===== src/rtl/core/b2c_pkg.sv =====
// b2c_pkg: shared types and constants for the bitplane to chunky converter
// no dependencies; used by every module in rtl/core

package b2c_pkg;

    localparam int PLANE_NUM    = 8;   // plane bytes carried by one request
    localparam int PIX_PER_BYTE = 8;   // pixels packed in one plane byte
    localparam int QUEUE_DEPTH  = 2;   // items held between front and back

    // configuration register indexes (byte address = 4 * index)
    localparam logic [1:0] REG_WIDTH_PIXELS    = 2'd0;
    localparam logic [1:0] REG_ROW_PITCH_BYTES = 2'd1;
    localparam logic [1:0] REG_FRAME_HEIGHT    = 2'd2;
    localparam logic [1:0] REG_PLANE_COUNT     = 2'd3;

    // register reset values
    localparam logic [10:0] RST_WIDTH_PIXELS    = 11'd16;
    localparam logic [7:0]  RST_ROW_PITCH_BYTES = 8'd2;
    localparam logic [10:0] RST_FRAME_HEIGHT    = 11'd16;
    localparam logic [3:0]  RST_PLANE_COUNT     = 4'd5;

    typedef struct packed {
        logic [10:0] width_pixels;
        logic [7:0]  row_pitch_bytes;
        logic [10:0] frame_height;
        logic [3:0]  plane_count;
    } cfg_t;

    // one classified item waiting for the back end
    typedef struct packed {
        logic [PLANE_NUM-1:0][7:0]  plane_bytes; // unused planes already zeroed
        logic [6:0]                 byte_column;
        logic [9:0]                 row_number;
        logic [PIX_PER_BYTE-1:0]    visible;     // bit b: pixel b is in the row
        logic [PIX_PER_BYTE-1:0]    frame_end;   // bit b: pixel b ends the frame
    } item_t;

endpackage


===== src/rtl/core/b2c_planes_if.sv =====
// b2c_planes_if: valid/ready channel carrying one byte of each bitplane
// depends on nothing; used by the clocked modules that drive it

interface b2c_planes_if;
    logic       valid;
    logic       ready;
    logic [7:0] plane0_byte;
    logic [7:0] plane1_byte;
    logic [7:0] plane2_byte;
    logic [7:0] plane3_byte;
    logic [7:0] plane4_byte;
    logic [7:0] plane5_byte;
    logic [7:0] plane6_byte;
    logic [7:0] plane7_byte;

    modport source (
        output valid, plane0_byte, plane1_byte, plane2_byte, plane3_byte,
               plane4_byte, plane5_byte, plane6_byte, plane7_byte,
        input  ready
    );
    modport sink (
        input  valid, plane0_byte, plane1_byte, plane2_byte, plane3_byte,
               plane4_byte, plane5_byte, plane6_byte, plane7_byte,
        output ready
    );
endinterface


===== src/rtl/core/b2c_pixels_if.sv =====
// b2c_pixels_if: valid/ready channel carrying one chunky pixel
// depends on nothing; used by the clocked modules that drive it

interface b2c_pixels_if;
    logic       valid;
    logic       ready;
    logic [7:0] pixel_index;
    logic [9:0] pixel_x;
    logic [9:0] pixel_y;
    logic       last_of_item;
    logic       end_of_frame;

    modport source (
        output valid, pixel_index, pixel_x, pixel_y, last_of_item, end_of_frame,
        input  ready
    );
    modport sink (
        input  valid, pixel_index, pixel_x, pixel_y, last_of_item, end_of_frame,
        output ready
    );
endinterface


===== src/rtl/core/b2c_queue.sv =====
// b2c_queue: short register fifo of classified items between front and back
// depends on b2c_pkg (item_t, QUEUE_DEPTH)

module b2c_queue (
    input  logic           clk,
    input  logic           rst_n,
    input  logic           push,
    input  b2c_pkg::item_t push_item,
    output logic           full,
    input  logic           pop,
    output logic           not_empty,
    output b2c_pkg::item_t head_item
);
    import b2c_pkg::*;

    localparam int PTR_W = (QUEUE_DEPTH > 1) ? $clog2(QUEUE_DEPTH) : 1;
    localparam int CNT_W = $clog2(QUEUE_DEPTH + 1);

    item_t             store_reg [QUEUE_DEPTH];
    logic [PTR_W-1:0]  wr_ptr_reg, wr_ptr_next;
    logic [PTR_W-1:0]  rd_ptr_reg, rd_ptr_next;
    logic [CNT_W-1:0]  count_reg, count_next;

    assign full      = (count_reg == CNT_W'(QUEUE_DEPTH));
    assign not_empty = (count_reg != '0);
    assign head_item = store_reg[rd_ptr_reg];

    // pointer and fill count updates
    always_comb
    begin
        wr_ptr_next = wr_ptr_reg;
        rd_ptr_next = rd_ptr_reg;
        count_next  = count_reg;
        if (push)
        begin
            wr_ptr_next = (wr_ptr_reg == PTR_W'(QUEUE_DEPTH - 1)) ? '0 : wr_ptr_reg + 1'b1;
        end
        if (pop)
        begin
            rd_ptr_next = (rd_ptr_reg == PTR_W'(QUEUE_DEPTH - 1)) ? '0 : rd_ptr_reg + 1'b1;
        end
        if (push && !pop)
        begin
            count_next = count_reg + 1'b1;
        end
        else if (pop && !push)
        begin
            count_next = count_reg - 1'b1;
        end
    end

    always_ff @(posedge clk or negedge rst_n)
    begin
        if (!rst_n)
        begin
            wr_ptr_reg <= '0;
            rd_ptr_reg <= '0;
            count_reg  <= '0;
        end
        else
        begin
            wr_ptr_reg <= wr_ptr_next;
            rd_ptr_reg <= rd_ptr_next;
            count_reg  <= count_next;
        end
    end

    // item storage, no reset needed
    always_ff @(posedge clk)
    begin
        if (push)
        begin
            store_reg[wr_ptr_reg] <= push_item;
        end
    end

endmodule


===== src/rtl/core/b2c_front.sv =====
// b2c_front: accepts plane-byte requests, tracks column and row, classifies pixels
// depends on b2c_pkg (cfg_t, item_t) and b2c_planes_if

module b2c_front #(
    parameter int MAX_PLANES = 8,
    parameter int MAX_WIDTH  = 1024,
    parameter int MAX_HEIGHT = 1024
) (
    input  logic           clk,
    input  logic           rst_n,
    input  b2c_pkg::cfg_t  cfg,
    b2c_planes_if.sink     planes,
    input  logic           queue_full,
    output logic           push,
    output b2c_pkg::item_t push_item
);
    import b2c_pkg::*;

    localparam logic [9:0]  PITCH_LIM  = 10'(MAX_WIDTH / PIX_PER_BYTE);
    localparam logic [12:0] HEIGHT_LIM = 13'(MAX_HEIGHT);
    localparam logic [3:0]  PLANE_LIM  = 4'(MAX_PLANES);

    logic [6:0]  byte_column_reg, byte_column_next;
    logic [9:0]  row_number_reg, row_number_next;

    logic [7:0]  pitch_nz, pitch_eff;
    logic [10:0] height_nz;
    logic [12:0] height_eff;
    logic [3:0]  planes_eff;
    logic        final_row;
    logic        row_done;
    logic [10:0] row_pixels, last_x;
    logic [10:0] x_pos [PIX_PER_BYTE];
    logic        accept;
    logic [PLANE_NUM-1:0][7:0] in_bytes;

    assign accept       = planes.valid && planes.ready;
    assign planes.ready = !queue_full;

    assign in_bytes = {planes.plane7_byte, planes.plane6_byte, planes.plane5_byte,
                       planes.plane4_byte, planes.plane3_byte, planes.plane2_byte,
                       planes.plane1_byte, planes.plane0_byte};

    // effective pitch, height and plane count after clamping
    always_comb
    begin
        pitch_nz   = (cfg.row_pitch_bytes == '0) ? 8'd1 : cfg.row_pitch_bytes;
        pitch_eff  = ({2'b00, pitch_nz} > PITCH_LIM) ? PITCH_LIM[7:0] : pitch_nz;
        height_nz  = (cfg.frame_height == '0) ? 11'd1 : cfg.frame_height;
        height_eff = ({2'b00, height_nz} > HEIGHT_LIM) ? HEIGHT_LIM : {2'b00, height_nz};
        planes_eff = (cfg.plane_count > PLANE_LIM) ? PLANE_LIM : cfg.plane_count;
    end

    // row position and visible row length
    always_comb
    begin
        final_row  = ({3'b000, row_number_reg} + 13'd1) >= height_eff;
        row_done   = ({1'b0, byte_column_reg} + 8'd1) >= pitch_eff;
        row_pixels = ({pitch_eff, 3'b000} < cfg.width_pixels) ?
                     {pitch_eff, 3'b000} : cfg.width_pixels;
        last_x     = (row_pixels == '0) ? '0 : row_pixels - 11'd1;
    end

    // per-pixel classification and plane masking
    always_comb
    begin
        push_item.byte_column = byte_column_reg;
        push_item.row_number  = row_number_reg;
        for (int b = 0; b < PIX_PER_BYTE; b++)
        begin
            x_pos[b] = {1'b0, byte_column_reg, 3'(b)};
            push_item.visible[b]   = x_pos[b] < cfg.width_pixels;
            push_item.frame_end[b] = final_row && (x_pos[b] == last_x);
        end
        for (int p = 0; p < PLANE_NUM; p++)
        begin
            push_item.plane_bytes[p] = (4'(p) < planes_eff) ? in_bytes[p] : 8'h00;
        end
    end

    // items made only of padding advance the position but enter no queue
    assign push = accept && (push_item.visible != '0);

    // column and row counters
    always_comb
    begin
        byte_column_next = byte_column_reg;
        row_number_next  = row_number_reg;
        if (accept)
        begin
            if (row_done)
            begin
                byte_column_next = '0;
                row_number_next  = final_row ? '0 : row_number_reg + 10'd1;
            end
            else
            begin
                byte_column_next = byte_column_reg + 7'd1;
            end
        end
    end

    always_ff @(posedge clk or negedge rst_n)
    begin
        if (!rst_n)
        begin
            byte_column_reg <= '0;
            row_number_reg  <= '0;
        end
        else
        begin
            byte_column_reg <= byte_column_next;
            row_number_reg  <= row_number_next;
        end
    end

endmodule


===== src/rtl/core/b2c_back.sv =====
// b2c_back: walks the visible pixels of each queued item, one pixel per cycle unless the pixel output stalls
// depends on b2c_pkg (item_t) and b2c_pixels_if

module b2c_back (
    input  logic           clk,
    input  logic           rst_n,
    input  logic           queue_not_empty,
    input  b2c_pkg::item_t head_item,
    output logic           pop,
    b2c_pixels_if.source   pixels
);
    import b2c_pkg::*;

    item_t                   cur_reg;
    logic [PIX_PER_BYTE-1:0] remain_reg, remain_next;
    logic                    out_valid_reg, out_valid_next;
    logic [7:0]              index_reg;
    logic [9:0]              x_reg;
    logic [9:0]              y_reg;
    logic                    last_reg;
    logic                    eof_reg;

    logic                    busy;
    logic                    advance;
    logic [2:0]              sel_bit;
    logic [PIX_PER_BYTE-1:0] remain_cleared;
    logic [7:0]              sel_index;

    assign busy    = (remain_reg != '0);
    assign advance = busy && (!out_valid_reg || pixels.ready);

    // leftmost pixel still pending
    always_comb
    begin
        sel_bit = '0;
        for (int b = PIX_PER_BYTE - 1; b >= 0; b--)
        begin
            if (remain_reg[b])
            begin
                sel_bit = 3'(b);
            end
        end
        remain_cleared          = remain_reg;
        remain_cleared[sel_bit] = 1'b0;
    end

    // gather the chosen bit of every plane
    always_comb
    begin
        for (int p = 0; p < PLANE_NUM; p++)
        begin
            sel_index[p] = cur_reg.plane_bytes[p][3'd7 - sel_bit];
        end
    end

    // take the next item as the current one runs out
    assign pop = queue_not_empty && (!busy || (advance && (remain_cleared == '0)));

    always_comb
    begin
        remain_next = advance ? remain_cleared : remain_reg;
        if (pop)
        begin
            remain_next = head_item.visible;
        end
        if (advance)
        begin
            out_valid_next = 1'b1;
        end
        else if (pixels.ready)
        begin
            out_valid_next = 1'b0;
        end
        else
        begin
            out_valid_next = out_valid_reg;
        end
    end

    always_ff @(posedge clk or negedge rst_n)
    begin
        if (!rst_n)
        begin
            remain_reg    <= '0;
            out_valid_reg <= 1'b0;
        end
        else
        begin
            remain_reg    <= remain_next;
            out_valid_reg <= out_valid_next;
        end
    end

    // current item and output pixel payload
    always_ff @(posedge clk)
    begin
        if (pop)
        begin
            cur_reg <= head_item;
        end
        if (advance)
        begin
            index_reg <= sel_index;
            x_reg     <= {cur_reg.byte_column, sel_bit};
            y_reg     <= cur_reg.row_number;
            last_reg  <= (remain_cleared == '0);
            eof_reg   <= cur_reg.frame_end[sel_bit];
        end
    end

    assign pixels.valid        = out_valid_reg;
    assign pixels.pixel_index  = index_reg;
    assign pixels.pixel_x      = x_reg;
    assign pixels.pixel_y      = y_reg;
    assign pixels.last_of_item = last_reg;
    assign pixels.end_of_frame = eof_reg;

endmodule


===== src/rtl/core/bitplane_to_chunky_converter_core.sv =====
// bitplane_to_chunky_converter_core: top level with register port, front, queue, back
// depends on b2c_pkg, b2c_planes_if, b2c_pixels_if, b2c_front, b2c_queue, b2c_back
//
//  channel   direction  handshake             carries
//  planes    in         valid/ready           plane0_byte .. plane7_byte
//  pixels    out        valid/ready           pixel_index, pixel_x, pixel_y, flags
//  apb       in         psel/penable/pready   width, pitch, height, plane count
//
// one pixel leaves per cycle unless the pixel output stalls; only visible pixels
// are emitted, and padding-only items advance the front but enter no queue.
// the front takes a request whenever the two-entry queue has room, so requests keep
// flowing while the output register holds a stalled pixel, until the queue fills.
// reset clears column, row, queue and output valid; registers return to defaults.
// pixels pass through the queue, the current-item register and the output register.

module bitplane_to_chunky_converter_core #(
    parameter int MAX_PLANES = 8,
    parameter int MAX_WIDTH  = 1024,
    parameter int MAX_HEIGHT = 1024
) (
    input  logic        clk,
    input  logic        rst_n,
    b2c_planes_if.sink  planes,
    b2c_pixels_if.source pixels,
    input  logic        psel,
    input  logic        penable,
    input  logic        pwrite,
    input  logic [3:0]  paddr,
    input  logic [31:0] pwdata,
    output logic [31:0] prdata,
    output logic        pready
);
    import b2c_pkg::*;

    cfg_t  cfg_reg, cfg_next;
    logic  cfg_write;
    logic  q_push, q_full, q_pop, q_not_empty;
    item_t q_push_item, q_head_item;

    // register write port
    assign pready    = 1'b1;
    assign cfg_write = psel && penable && pwrite && pready;

    always_comb
    begin
        cfg_next = cfg_reg;
        if (cfg_write)
        begin
            case (paddr[3:2])
                REG_WIDTH_PIXELS:    cfg_next.width_pixels    = pwdata[10:0];
                REG_ROW_PITCH_BYTES: cfg_next.row_pitch_bytes = pwdata[7:0];
                REG_FRAME_HEIGHT:    cfg_next.frame_height    = pwdata[10:0];
                REG_PLANE_COUNT:     cfg_next.plane_count     = pwdata[3:0];
                default:             cfg_next = cfg_reg;
            endcase
        end
    end

    always_ff @(posedge clk or negedge rst_n)
    begin
        if (!rst_n)
        begin
            cfg_reg.width_pixels    <= RST_WIDTH_PIXELS;
            cfg_reg.row_pitch_bytes <= RST_ROW_PITCH_BYTES;
            cfg_reg.frame_height    <= RST_FRAME_HEIGHT;
            cfg_reg.plane_count     <= RST_PLANE_COUNT;
        end
        else
        begin
            cfg_reg <= cfg_next;
        end
    end

    // register read mux
    always_comb
    begin
        case (paddr[3:2])
            REG_WIDTH_PIXELS:    prdata = {21'd0, cfg_reg.width_pixels};
            REG_ROW_PITCH_BYTES: prdata = {24'd0, cfg_reg.row_pitch_bytes};
            REG_FRAME_HEIGHT:    prdata = {21'd0, cfg_reg.frame_height};
            REG_PLANE_COUNT:     prdata = {28'd0, cfg_reg.plane_count};
            default:             prdata = '0;
        endcase
    end

    // front: accept and classify
    b2c_front #(
        .MAX_PLANES (MAX_PLANES),
        .MAX_WIDTH  (MAX_WIDTH),
        .MAX_HEIGHT (MAX_HEIGHT)
    ) u_front (
        .clk        (clk),
        .rst_n      (rst_n),
        .cfg        (cfg_reg),
        .planes     (planes),
        .queue_full (q_full),
        .push       (q_push),
        .push_item  (q_push_item)
    );

    // queue between front and back
    b2c_queue u_queue (
        .clk       (clk),
        .rst_n     (rst_n),
        .push      (q_push),
        .push_item (q_push_item),
        .full      (q_full),
        .pop       (q_pop),
        .not_empty (q_not_empty),
        .head_item (q_head_item)
    );

    // back: emit pixels
    b2c_back u_back (
        .clk             (clk),
        .rst_n           (rst_n),
        .queue_not_empty (q_not_empty),
        .head_item       (q_head_item),
        .pop             (q_pop),
        .pixels          (pixels)
    );

endmodule

===== src/flat_wrapper.sv =====
// flat-port wrapper written by rule: the top's interface ports become plain ports
module bitplane_to_chunky_converter_core_flat import b2c_pkg::*;
#(
    parameter int MAX_PLANES = 8,
    parameter int MAX_WIDTH  = 1024,
    parameter int MAX_HEIGHT = 1024
)
  (clk, rst_n, psel, penable, pwrite, paddr, pwdata, prdata, pready, planes_valid, planes_plane0_byte, planes_plane1_byte, planes_plane2_byte, planes_plane3_byte, planes_plane4_byte, planes_plane5_byte, planes_plane6_byte, planes_plane7_byte, planes_ready, pixels_valid, pixels_pixel_index, pixels_pixel_x, pixels_pixel_y, pixels_last_of_item, pixels_end_of_frame, pixels_ready);
  b2c_planes_if planes_i ();
  b2c_pixels_if pixels_i ();
  input  logic clk;
  input  logic rst_n;
  input  logic psel;
  input  logic penable;
  input  logic pwrite;
  input  logic [3:0] paddr;
  input  logic [31:0] pwdata;
  output logic [31:0] prdata;
  output logic pready;
  input wire logic [$bits(planes_i.valid)-1:0] planes_valid;
  input wire logic [$bits(planes_i.plane0_byte)-1:0] planes_plane0_byte;
  input wire logic [$bits(planes_i.plane1_byte)-1:0] planes_plane1_byte;
  input wire logic [$bits(planes_i.plane2_byte)-1:0] planes_plane2_byte;
  input wire logic [$bits(planes_i.plane3_byte)-1:0] planes_plane3_byte;
  input wire logic [$bits(planes_i.plane4_byte)-1:0] planes_plane4_byte;
  input wire logic [$bits(planes_i.plane5_byte)-1:0] planes_plane5_byte;
  input wire logic [$bits(planes_i.plane6_byte)-1:0] planes_plane6_byte;
  input wire logic [$bits(planes_i.plane7_byte)-1:0] planes_plane7_byte;
  output wire logic [$bits(planes_i.ready)-1:0] planes_ready;
  output wire logic [$bits(pixels_i.valid)-1:0] pixels_valid;
  output wire logic [$bits(pixels_i.pixel_index)-1:0] pixels_pixel_index;
  output wire logic [$bits(pixels_i.pixel_x)-1:0] pixels_pixel_x;
  output wire logic [$bits(pixels_i.pixel_y)-1:0] pixels_pixel_y;
  output wire logic [$bits(pixels_i.last_of_item)-1:0] pixels_last_of_item;
  output wire logic [$bits(pixels_i.end_of_frame)-1:0] pixels_end_of_frame;
  input wire logic [$bits(pixels_i.ready)-1:0] pixels_ready;
  assign planes_i.valid = planes_valid;
  assign planes_i.plane0_byte = planes_plane0_byte;
  assign planes_i.plane1_byte = planes_plane1_byte;
  assign planes_i.plane2_byte = planes_plane2_byte;
  assign planes_i.plane3_byte = planes_plane3_byte;
  assign planes_i.plane4_byte = planes_plane4_byte;
  assign planes_i.plane5_byte = planes_plane5_byte;
  assign planes_i.plane6_byte = planes_plane6_byte;
  assign planes_i.plane7_byte = planes_plane7_byte;
  assign planes_ready = planes_i.ready;
  assign pixels_valid = pixels_i.valid;
  assign pixels_pixel_index = pixels_i.pixel_index;
  assign pixels_pixel_x = pixels_i.pixel_x;
  assign pixels_pixel_y = pixels_i.pixel_y;
  assign pixels_last_of_item = pixels_i.last_of_item;
  assign pixels_end_of_frame = pixels_i.end_of_frame;
  assign pixels_i.ready = pixels_ready;
  bitplane_to_chunky_converter_core #(.MAX_PLANES(MAX_PLANES), .MAX_WIDTH(MAX_WIDTH), .MAX_HEIGHT(MAX_HEIGHT)) u_core (.clk(clk), .rst_n(rst_n), .planes(planes_i), .pixels(pixels_i), .psel(psel), .penable(penable), .pwrite(pwrite), .paddr(paddr), .pwdata(pwdata), .prdata(prdata), .pready(pready));
endmodule

===== config.mk =====
export PLATFORM = sky130hd
export DESIGN_NAME = bitplane_to_chunky_converter_core_flat
export DESIGN_NICKNAME = d
export VERILOG_FILES = /design/src/rtl/core/b2c_pkg.sv /design/src/rtl/core/b2c_planes_if.sv /design/src/rtl/core/b2c_pixels_if.sv /design/src/rtl/core/b2c_queue.sv /design/src/rtl/core/b2c_front.sv /design/src/rtl/core/b2c_back.sv /design/src/rtl/core/bitplane_to_chunky_converter_core.sv /design/src/flat_wrapper.sv
export SDC_FILE = /design/constraint.sdc
export NUM_CORES = 1
export LEC_CHECK = 0
export ABC_AREA = 1
export BUFFER_PORTS_ARGS = -buffer_cell sky130_fd_sc_hd__buf_4
export CAP_MARGIN = 20
export CORE_MARGIN = 3
export CORE_UTILIZATION = 53
export CTS_CLUSTER_DIAMETER = 50
export CTS_CLUSTER_SIZE = 24
export DETAILED_ROUTE_END_ITERATION = 8
export PLACE_DENSITY = 0.75
export SETUP_SLACK_MARGIN = 0.02
export SYNTH_ARGS = -nofsm -noshare
export SYNTH_HDL_FRONTEND = slang
export SYNTH_SLANG_ARGS = --single-unit

===== constraint.sdc =====
create_clock -name clk -period 6.8 [get_ports clk]
set_clock_uncertainty 0.1 [all_clocks]
set_input_delay 0 -clock clk [delete_from_list [all_inputs] [get_ports clk]]
set_output_delay 0 -clock clk [all_outputs]
set_load 0.02 [all_outputs]

==> results.cfg <==
[run_status]
status = complete, no violations

[critical_path]
critical_path_buf_inv_count = 3
slowest_stage = a21oi_4
arrival_ps = 4620
path_class = reg2reg
ff2ff_path_depth = 14
end_kind = register
cp-start-kind = register
reg2reg_from = u_core.u_back.remain_reg[6]$_DFFE_PN0P_
crit_fanout = 52
critical-path-max-stage-delay_ps = 820
worstPathCellList = inv_1 -> a21oi_1 -> o21ai_1 -> nand2_1 -> a21oi_4 -> nand3_1 -> nand2_1 -> nand3_1 -> nor2_1 -> nand2_1 -> nand2_1 -> nand2_1 -> clkinv_2 -> buf_4
r2r_slack_ps = 2230
cp.required_ps = 6850
crit_family = buffers and inverters
r2r-end = u_core.u_back.cur_reg[51]$_DFFE_PP_
crit_top_cell = nand2_1

[placement]
gp_congestion = 0.9135
hpwl_um = 23920
io_buffers = 126

[drt]
antenna_left = 0
viasPerCell = 5.295
drt_iter0_drc = 884
drc = 0
vias = 11723
wl_per_cell_um = 16.86
wl_um = 37320
drt-pass1-iter-count = 5

[cts]
numCtsBuffers = 34
clock_sinks = 377
htreeDepth = 2
insertion_delay_ps = 520
root_buffer = clkbuf_16
clkTransAtPathRegs_ps = 70
cts_tree = done
cts_buffer_depth = 3

[pwr]
p_leak_nw = 8.738
finalPower_mw = 9.259
powerDensity_mw_per_mm2 = 462.5
vdd_drop_max_uv = 275.2

[layout]
drive_gt1_frac = 0.1331
area_growth_pct = 19.36
n_antenna_cell = 0
final_util = 0.6476
largest_reg_flops = 194
final_nets = 1940

[synthesis]
synthCells = 1585
synth_simple_gate_area_frac = 0.1844
synth-adder-area-share = 0.02984
synth_top_family_by_area = simple AND/OR/NAND/NOR gates
synth_edf_count = 313
synthMuxAreaShare = 0.0005968
synth_xor_area_frac = 0.009400
synth_compound_area_frac = 0.05901
yosysTopAreaCell = edfxtp_1
async_flop_share = 0.1698
synth_area_mm2 = 0.01677
netlist.area_leader.share = 0.5604
ys.flop_type = edfxtp_1
syn-mean-instance-area_um2 = 10.58
yosysWarnings = 0
ys_types = 55
synth.area.top_cells = edfxtp_1 56%, nand2_1 11%, dfrtp_1 8.8%
ys_ff_latch = 377
ys_seq_area_frac = 0.6563

[global_routing]
grt_usage = 0.2178
antenna_found_initial = 0
first_global_vias = 11423
grt_overflow = 0
grt_max_degree = 98
grt_pass1_wl_um = 58170

[timing]
period_minus_slack_ps = 4574
fin_hold_ws_ps = 11.29
post-route-period-util = 0.6726
rsz0062_at_grt = no
tns_ps = 0
setup_viol = 0
finalMaxSlewViolations = 0
worst_pin_slew_ps = 1087
fmax_ghz = 0.2186
finalHoldViolCount = 0
max_slew_margin = 0.2751

[die]
row_count = 64
dieHeight_um = 183.9
die-width_um = 183.9
core_mm2 = 0.03091
start_util = 0.5426
io_pins = 172
die-area_mm2 = 0.03381

[run]
cap_violations = 0

[worst_hold_path]
hold_path.class = in2async
==> synthesized netlist by cell type, drive strengths merged, types with 4 or more instances <==
| cell type | number |
|---|---|
| o32ai | 9 |
| buf | 30 |
| dfstp | 5 |
| dfrtp | 59 |
| nand3 | 51 |
| clkbuf | 35 |
| xor2 | 17 |
| edfxtp | 313 |
| nor2 | 151 |
| clkinv | 5 |
| nor3 | 11 |
| nand4 | 15 |
| nor4 | 4 |
| a21oi | 25 |
| o21ai | 79 |
| nand2 | 508 |
| ha | 40 |
| o311ai | 9 |
| o211ai | 9 |
| a22oi | 9 |
| inv | 170 |
| o21a | 4 |
==> per-stage QoR <==
| step | cell area, µm² | setup WS [ps] | std cells |
|---|---|---|---|
| after floorplan | 16850 | 491.4 | 1605 |
| after global placement | 18050 | 2391 | 2073 |
| after detailed placement | 18050 | 2283 | 2073 |
| after CTS | 20020 | 2278 | 2214 |
| after global routing | 20020 | 1883 | 2214 |
| final | 20020 | 2226 | 2214 |
==> repair_timing <==
item | CTS | global route
gates resized for setup | 0 | 0
hold buffers | 80 | 0
hold endpoints to repair | 230 | 0
buffers inserted | 0 | 0
==> worst max-delay path by stage <==
stage | start | to | slack, ps | cells after the start
2_1_floorplan | u_core.cfg_reg[27]$_DFFE_PN1P_ | u_core.u_queue.store_reg[1][0]$_DFFE_PP_ | 490 | 9
6_report | u_core.u_back.remain_reg[6]$_DFFE_PN0P_ | u_core.u_back.cur_reg[51]$_DFFE_PP_ | 2230 | 14
4_1_cts | u_core.u_back.remain_reg[6]$_DFFE_PN0P_ | u_core.u_back.cur_reg[51]$_DFFE_PP_ | 2280 | 14
3_3_place_gp | u_core.u_back.remain_reg[6]$_DFFE_PN0P_ | u_core.u_back.cur_reg[42]$_DFFE_PP_ | 2390 | 14
3_5_place_dp | u_core.u_back.remain_reg[6]$_DFFE_PN0P_ | u_core.u_back.cur_reg[41]$_DFFE_PP_ | 2280 | 14
5_1_grt | u_core.u_back.remain_reg[6]$_DFFE_PN0P_ | u_core.u_back.cur_reg[51]$_DFFE_PP_ | 1880 | 14
==> placed cells by master, fill, tap and decap left out, types with 5 or more instances in the layout <==
cell,synthesis,routed
nor2_1,136,134
a21oi_1,24,23
inv_1,164,164
nand2_1,496,496
nand4_1,15,15
a22oi_1,9,9
nand2_2,8,8
nor2_4,3,5
buf_4,22,137
clkinv_1,5,6
o32ai_1,9,9
inv_2,6,6
dfstp_2,5,5
o311ai_0,9,9
nor3_1,11,11
edfxtp_1,313,313
nand3_1,46,46
o211ai_1,9,9
dfrtp_1,59,58
dlygate4sd3_1,0,80
conb_1,2,22
o21ai_0,74,74
inv_6,0,5
clkbuf_16,0,35
nor2_2,12,12
xor2_1,17,17
ha_1,40,40
==> kinds of logic (layout without fill, tap and decap cells) <==
| family | after synthesis | count (layout) |
|---|---|---|
| AOI/OAI and AO/OA | 161 | 161 |
| xor gates and xnor gates | 18 | 18 |
| adders and majority gates | 40 | 40 |
| buffers and inverters | 240 | 453 |
| DFF | 377 | 377 |
| muxes | 1 | 1 |
| other | 2 | 22 |
| and+or+nand+nor | 746 | 746 |
==> cell type report <==
cell class	count	area [µm²]
Sequential cell	377	11010
Fill cell	2297	10890
Multi-Input combinational cell	988	4860
Timing Repair Buffer	217	1829
Clock buffer	39	890.9
Inverter	175	658.1
Tap cell	396	495.5
Clock inverter	22	276.5
==> power breakdown <==
group          total (mW)  switching (mW)  internal (mW)
Combinational        3.27            2.28          0.990
Clock                1.97           0.924           1.05
Sequential           4.01           0.340           3.67
Total                9.26            3.55           5.71
==> layer usage <==
metal / vias to the layer above / part of all wire / global-route usage
li1: 5673 / - / -
met1: 5580 / 0.41 / 0.2840
met2: 393 / 0.50 / 0.3761
met3: 77 / 0.060 / 0.03581
met4: 0 / 0.028 / 0.07015
met5: - / 0 / 0
No activity file was read; power rests on OpenSTA's default activity.
